### src/hdl/isbp_pkg.sv
package isbp_pkg;

  // Blob layout
  localparam int HEADER_BYTES = 8;
  localparam int WORD_BYTES   = 4;

  // Saturating byte counter
  localparam int CNT_W = 36;
  localparam logic [CNT_W-1:0] COUNTER_MAX = '1;

  // Supported record widths in bytes
  localparam logic [31:0] RW_2 = 32'd2;
  localparam logic [31:0] RW_4 = 32'd4;
  localparam logic [31:0] RW_8 = 32'd8;

  // Final-byte status codes
  typedef enum logic [1:0] {
    ST_OK            = 2'd0,
    ST_SHORT_HDR     = 2'd1,
    ST_ZERO_WIDTH    = 2'd2,
    ST_SIZE_MISMATCH = 2'd3
  } status_t;

  // One parsed byte that produces a result, handed to the size check
  typedef struct packed {
    logic             have_entry;
    logic [63:0]      value;
    logic             last;
    logic [CNT_W-1:0] taken;
    logic             saturated;
    logic [31:0]      width;
    logic [31:0]      count;
  } isbp_item_t;

endpackage

### src/hdl/isbp_size_check.sv
module isbp_size_check
  import isbp_pkg::*;
(
  input  logic               clk,
  input  logic               rst,
  input  logic               item_valid,
  input  isbp_item_t         item,
  output logic               item_ready,
  output logic               out_valid,
  input  logic               out_stall,
  output logic               entry_valid,
  output logic signed [63:0] entry_value,
  output logic               blob_done,
  output logic [1:0]         parse_status
);

  // Product stage
  logic             s2_valid;
  logic             s2_have_entry;
  logic [63:0]      s2_value;
  logic             s2_last;
  logic [CNT_W-1:0] s2_taken;
  logic             s2_saturated;
  logic             s2_width_zero;
  logic [63:0]      s2_prod;

  logic        out_ready;
  logic        s2_ready;
  logic [63:0] prod_next;
  logic [CNT_W:0] expect_size;
  status_t     status_next;

  // Pipeline flow control
  assign out_ready  = !out_valid || !out_stall;
  assign s2_ready   = !s2_valid || out_ready;
  assign item_ready = s2_ready;

  // Payload size in bytes: count times width, full 64-bit product
  assign prod_next = 64'(item.width) * 64'(item.count);

  always_ff @(posedge clk) begin
    if (rst) begin
      s2_valid <= 1'b0;
    end else if (s2_ready) begin
      s2_valid <= item_valid;
    end
    if (s2_ready) begin
      s2_have_entry <= item.have_entry;
      s2_value      <= item.value;
      s2_last       <= item.last;
      s2_taken      <= item.taken;
      s2_saturated  <= item.saturated;
      s2_width_zero <= (item.width == 32'd0);
      s2_prod       <= prod_next;
    end
  end

  // Checks on the final byte, in priority order
  assign expect_size = (CNT_W+1)'(s2_prod[CNT_W-1:0]) + (CNT_W+1)'(HEADER_BYTES);

  always_comb begin
    status_next = ST_OK;
    if (s2_last) begin
      if (s2_taken < CNT_W'(HEADER_BYTES)) begin
        status_next = ST_SHORT_HDR;
      end else if (s2_width_zero) begin
        status_next = ST_ZERO_WIDTH;
      end else if (s2_saturated || (s2_taken == COUNTER_MAX) ||
                   (s2_prod[63:CNT_W] != '0) ||
                   (expect_size != {1'b0, s2_taken})) begin
        status_next = ST_SIZE_MISMATCH;
      end
    end
  end

  // Result register
  always_ff @(posedge clk) begin
    if (rst) begin
      out_valid <= 1'b0;
    end else if (out_ready) begin
      out_valid <= s2_valid;
    end
    if (out_ready) begin
      entry_valid  <= s2_have_entry;
      entry_value  <= s2_value;
      blob_done    <= s2_last;
      parse_status <= status_next;
    end
  end

endmodule

### src/hdl/intset_blob_parser.sv
// Integer-set blob parser.
// Input channel (in_valid / in_stall): one blob byte per transfer, data_byte,
// with last_byte high on the final byte. The blob is a little-endian 32-bit
// record width, a 32-bit entry count, then entries of 2, 4 or 8 bytes.
// Output channel (out_valid / out_stall): one transfer for each byte that
// completes an entry, ends the blob, or both. entry_value is the entry
// sign-extended to 64 bits; on the final byte blob_done is set and
// parse_status reports ok, short header, zero width or size mismatch. The
// consumer drops the blob's entries when the status is not ok.
// Throughput: one byte per cycle while in_stall is low. Each result passes
// through the parse register, the size product register and the result
// register. When out_stall is held the three stages fill and then in_stall
// rises; bytes that produce no result still need room in the first stage.
// Reset (rst, synchronous) empties the pipeline and clears the byte counter,
// header words and partial entry. After the final byte the same state is
// cleared so the next byte starts a new blob.
module intset_blob_parser
  import isbp_pkg::*;
(
  input  logic               clk,
  input  logic               rst,
  input  logic               in_valid,
  output logic               in_stall,
  input  logic [7:0]         data_byte,
  input  logic               last_byte,
  output logic               out_valid,
  input  logic               out_stall,
  output logic               entry_valid,
  output logic signed [63:0] entry_value,
  output logic               blob_done,
  output logic [1:0]         parse_status
);

  // Parse state
  logic [CNT_W-1:0] byte_counter, byte_counter_next;
  logic [31:0]      record_width, record_width_next;
  logic [31:0]      entry_count, entry_count_next;
  logic [63:0]      entry_accum, entry_accum_next;
  logic [3:0]       byte_in_entry, byte_in_entry_next;

  // Stage 1 register
  logic       s1_valid;
  isbp_item_t s1_item;

  logic       s1_ready;
  logic       s2_ready;
  logic       accept;
  isbp_item_t item_next;
  logic       have_entry;
  logic [63:0] accum_upd;
  logic [3:0]  bie_inc;
  logic [63:0] value_sx;
  logic        saturated;
  logic [CNT_W-1:0] taken;
  logic [31:0] width_upd;
  logic [31:0] count_upd;

  assign s1_ready = !s1_valid || s2_ready;
  assign in_stall = !s1_ready;
  assign accept   = in_valid && s1_ready;

  // Per-byte parse
  always_comb begin
    width_upd  = record_width;
    count_upd  = entry_count;
    accum_upd  = entry_accum | (64'(data_byte) << {byte_in_entry[2:0], 3'b000});
    bie_inc    = byte_in_entry + 4'd1;
    have_entry = 1'b0;
    entry_accum_next   = entry_accum;
    byte_in_entry_next = byte_in_entry;

    // Sign extension from the record width
    case (record_width)
      RW_2:    value_sx = {{48{accum_upd[15]}}, accum_upd[15:0]};
      RW_4:    value_sx = {{32{accum_upd[31]}}, accum_upd[31:0]};
      default: value_sx = accum_upd;
    endcase

    if (byte_counter[CNT_W-1:2] == '0) begin
      width_upd = record_width | (32'(data_byte) << {byte_counter[1:0], 3'b000});
    end else if (byte_counter[CNT_W-1:3] == '0) begin
      count_upd = entry_count | (32'(data_byte) << {byte_counter[1:0], 3'b000});
    end else if ((record_width == RW_2) || (record_width == RW_4) ||
                 (record_width == RW_8)) begin
      if (32'(bie_inc) >= record_width) begin
        have_entry         = 1'b1;
        entry_accum_next   = '0;
        byte_in_entry_next = '0;
      end else begin
        entry_accum_next   = accum_upd;
        byte_in_entry_next = bie_inc;
      end
    end

    // Saturating byte count
    saturated = (byte_counter == COUNTER_MAX);
    taken     = saturated ? COUNTER_MAX : byte_counter + CNT_W'(1);

    byte_counter_next = taken;
    record_width_next = width_upd;
    entry_count_next  = count_upd;
    if (last_byte) begin
      byte_counter_next  = '0;
      record_width_next  = '0;
      entry_count_next   = '0;
      entry_accum_next   = '0;
      byte_in_entry_next = '0;
    end

    item_next.have_entry = have_entry;
    item_next.value      = have_entry ? value_sx : 64'd0;
    item_next.last       = last_byte;
    item_next.taken      = taken;
    item_next.saturated  = saturated;
    item_next.width      = width_upd;
    item_next.count      = count_upd;
  end

  // State and stage 1 registers
  always_ff @(posedge clk) begin
    if (rst) begin
      byte_counter  <= '0;
      record_width  <= '0;
      entry_count   <= '0;
      entry_accum   <= '0;
      byte_in_entry <= '0;
      s1_valid      <= 1'b0;
    end else begin
      if (accept) begin
        byte_counter  <= byte_counter_next;
        record_width  <= record_width_next;
        entry_count   <= entry_count_next;
        entry_accum   <= entry_accum_next;
        byte_in_entry <= byte_in_entry_next;
      end
      if (s1_ready) begin
        s1_valid <= accept && (have_entry || last_byte);
      end
    end
    if (s1_ready) begin
      s1_item <= item_next;
    end
  end

  // Size product and status checks
  isbp_size_check u_size_check (
    .clk          (clk),
    .rst          (rst),
    .item_valid   (s1_valid),
    .item         (s1_item),
    .item_ready   (s2_ready),
    .out_valid    (out_valid),
    .out_stall    (out_stall),
    .entry_valid  (entry_valid),
    .entry_value  (entry_value),
    .blob_done    (blob_done),
    .parse_status (parse_status)
  );

endmodule

### config.mk
export PLATFORM = sky130hd
export DESIGN_NAME = intset_blob_parser
export DESIGN_NICKNAME = d
export VERILOG_FILES = /design/src/hdl/isbp_pkg.sv /design/src/hdl/isbp_size_check.sv /design/src/hdl/intset_blob_parser.sv
export SDC_FILE = /design/constraint.sdc
export NUM_CORES = 2
export LEC_CHECK = 0
export ABC_CLOCK_PERIOD_IN_PS = 13200
export BUFFER_PORTS_ARGS = -buffer_cell sky130_fd_sc_hd__buf_4
export CAP_MARGIN = 20
export CORE_MARGIN = 5
export CORE_UTILIZATION = 43
export CTS_CLUSTER_DIAMETER = 80
export DETAILED_ROUTE_END_ITERATION = 16
export PLACE_DENSITY = 0.54
export SLEW_MARGIN = 10
export SYNTH_ARGS = -nofsm -noshare
export SYNTH_HDL_FRONTEND = slang
export SYNTH_HIERARCHICAL = 1
export SYNTH_SLANG_ARGS = --single-unit
### constraint.sdc
create_clock -name clk -period 13.2 [get_ports clk]
set_clock_uncertainty 0.2 [all_clocks]
set_input_delay 0 -clock clk [delete_from_list [all_inputs] [get_ports clk]]
set_output_delay 0 -clock clk [all_outputs]
set_load 0.01 [all_outputs]
==> metrics.cfg <==
[outcome]
outcome = finished, final reports clean

[floorplan]
rows = 132
ioPinCount = 83
die_w_um = 370
core_mm2 = 0.129
initial_core_util_pct = 43.2
die_y_um = 370
dieArea_mm2 = 0.137

[worst_setup_path]
timing.rr.start = s1_item[6]
startpoint = s1_item[6]
cp_common_cell = fa_1
start_kind = register
crit_buf_inv = 6
cpPeakStageDelay_ns = 1.03
r2r_slack_ns = 4.12
critical_path_class = register to register
critPathMaxFanout = 32
crit_family = adder cells
worstPathArrival_ns = 9.30
cp.required_ns = 13.42
crit_slowest_cell = edfxtp_1
crit_path_end_kind = register

[synth]
synthCells = 5482
synthDistinctLibCells = 93
synthArstFlopShare_pct = 0
synth_top_area_cell = fa_1
syn-cell-area_mm2 = 0.0559
synth_top_area_share_pct = 32.1
synthFlopType = edfxtp_1
synth_warnings = 6
seq_area_frac_synth_pct = 27.8
syn-mean-instance-area_um2 = 10.2
synth-edff-count = 403
syn_nets = 6661
synth_seq_cells = 574
netlist_top_cells_area = fa_1 32%, edfxtp_1 22%, and2_1 6.8%, inv_1 6.1%, dfxtp_1 6.1%

[routing]
antenna_left = 0
routed_via_density = 5.28
first_pass_iters = 6
dr_total_vias = 38000
drtIter0Drc = 2323
wl_per_cell_um = 21.2
drt_wl_total_um = 153000
drcViolationCount = 0

[grt]
first_global_vias = 40400
grt_pass1_wl_um = 242000
grt-ovfl-total = 0
antenna_found_initial = 4
grt.total_usage_pct = 22.6
grt_max_degree = 67

[place]
dp_hpwl_um = 109000
port-buffer-count = 82
place.gp.congestion = 0.861

[pwr]
irDropWorstVdd_mv = 0.0939
design_power_total_w = 0.00397
p_leak_nw = 28.3
p_per_area_mw_per_mm2 = 65.8

[layout]
drive_above_1_share_pct = 6.16
final_common_cell = inv_1
layout_common_cells = 914 x inv_1, 896 x fa_1, 606 x and2_1, 580 x nand2_1, 403 x edfxtp_1
seq_area_mm2 = 0.0155
multi_input_area_mm2 = 0.0356
fillCellCount = 12200
finalCoreUtilization_pct = 46.7
layout.nets = 6582
syn_to_final_growth_pct = 8.04

[timing]
period_share_pct = 68.8
max_freq_mhz = 110
rsz0062_at_grt = no
tns_ns = 0
slew_headroom_pct = 28.6
slew_violations = 0
finalSetupViolations = 0
holdWs_ns = 0.0752
fin_crit_ns = 9.08
hold_violations = 0
tightest_slew_ns = 1.06

[worst_hold_path]
min_path_type = primary input to register
hp-start = rst

[clock_tree]
cts.path.max_buffers = 3
clkTransAtPathRegs_ns = 0.06
numCtsBuffers = 66
ctsRootBufferMaster = clkbuf_16
clkLatencyLatePin_ns = 0.62
cts_tree = yes
post-cts-setup-buffers = 0
cts.sinks = 574
cts_max_level = 3

[job]
maxCapViolations = 0

==> logic make-up (layout without fill, tap and decap cells) <==
logic type / count (synthesis) / in the layout / share of synthesized area, %
mux: 7 / 7 / 0.132
fa+ha+maj: 1166 / 1166 / 38.1
compound gates: 643 / 643 / 7.28
buf+inv: 1251 / 1226 / 8.66
flops: 574 / 574 / 27.8
simple gates: 1701 / 1701 / 15.8
xor+xnor: 140 / 140 / 2.19
other cells: 0 / 1 / 0
==> power breakdown <==
part           switching, W  total, W  internal [W]
sequential        0.0000105   0.00193       0.00192
combinational      0.000159  0.000202     0.0000424
clock              0.000776   0.00184       0.00107
total              0.000946   0.00397       0.00303
==> worst reg2reg max path: stages (launching register included) <==
cell	delay (ns)
edfxtp_1	1.03
and2_1	0.30
fa_1	0.45
fa_1	0.50
fa_1	0.54
inv_1	0.05
fa_1	0.48
inv_1	0.06
fa_1	0.52
inv_1	0.06
fa_1	0.52
inv_1	0.05
fa_1	0.48
inv_1	0.05
fa_1	0.48
inv_1	0.05
ha_1	0.41
nand4_1	0.19
or3_1	0.39
o31ai_1	0.33
o21ai_1	0.21
o22ai_1	0.36
a21oi_1	0.20
o31a_1	0.39
or4b_1	0.52
o311ai_1	0.10
==> worst paths after layout <==
kind	end	depth (start not counted)
min reg2reg	u_size_check/s2_value[0]	0
max reg2reg	u_size_check/s2_prod[63]	25
max	u_size_check/s2_prod[63]	25
min	u_size_check/s2_valid	3
==> area by class of cell <==
cell class,count,share of cell area [%]
diodes,1,0.00414
clock buffers,86,3.07
clock inverters,36,0.560
inverters,915,5.69
multi-input cells,3657,58.9
flip-flops and latches,574,25.7
well taps,1742,3.61
repair buffers,189,2.46
==> synth_stat cells, drive strengths merged, types with 4 or more instances <==
cell	count
ha	270
o22ai	5
nand4	56
buf	56
a31oi	98
nand3	52
nor3b	5
xor2	55
a311oi	10
nand2	582
inv	914
nand4b	5
a211oi	28
and2	608
o31ai	7
o21bai	13
nor3	44
o21ai	111
a211o	4
nor4b	5
nor2b	24
nor4	51
nand2b	11
nor2	210
a21o	89
o221a	6
a21boi	4
and4	11
and3	18
fa	896
edfxtp	403
or3	7
dfxtp	171
a2111oi	4
a21oi	207
a41oi	4
o211a	9
clkbuf	280
o211ai	5
o21a	13
xnor2	85
mux2i	4
==> flip-flops by register name, summed over array words and instances, names as in the netlist <==
register                    count
u_size_check/entry_valid        1
u_size_check/s2_width_zero      1
u_size_check/entry_value       64
u_size_check/s2_prod           64
u_size_check/s2_have_entry      1
u_size_check/s2_taken          36
entry_accum                    64
u_size_check/s2_last            1
entry_count                    32
byte_in_entry                   4
u_size_check/s2_valid           1
u_size_check/out_valid          1
record_width                   32
u_size_check/parse_status       2
byte_counter                   36
u_size_check/s2_value          64
s1_valid                        1
u_size_check/s2_saturated       1
u_size_check/blob_done          1
s1_item                       167
==> per-layer routing <==
layer / vias up / part of all wire [%] / track usage, % / wire (µm)
met4: 0 / 2.3 / 5.26 / 3490
met5: - / 0 / 0 / 0
met3: 191 / 4.5 / 2.51 / 6890
met2: 860 / 48 / 38.3 / 73900
li1: 17200 / - / - / -
met1: 19800 / 45 / 31.5 / 68300
==> repair_timing <==
action | in CTS | in global routing
hold endpoints to repair | 255 | 0
resized for setup | 0 | 0
hold buffers | 15 | 0
==> stage by stage <==
stage	instances	area, µm²	setup WS, ns
6_report	7200	60400	4.12
5_1_grt	7199	60400	3.70
4_1_cts	7196	60300	4.12
3_5_place_dp	7059	58000	4.15
3_3_place_gp	7059	58000	4.27
2_1_floorplan	5482	55900	2.21
Note: power is estimated with default switching activity, not from simulation.
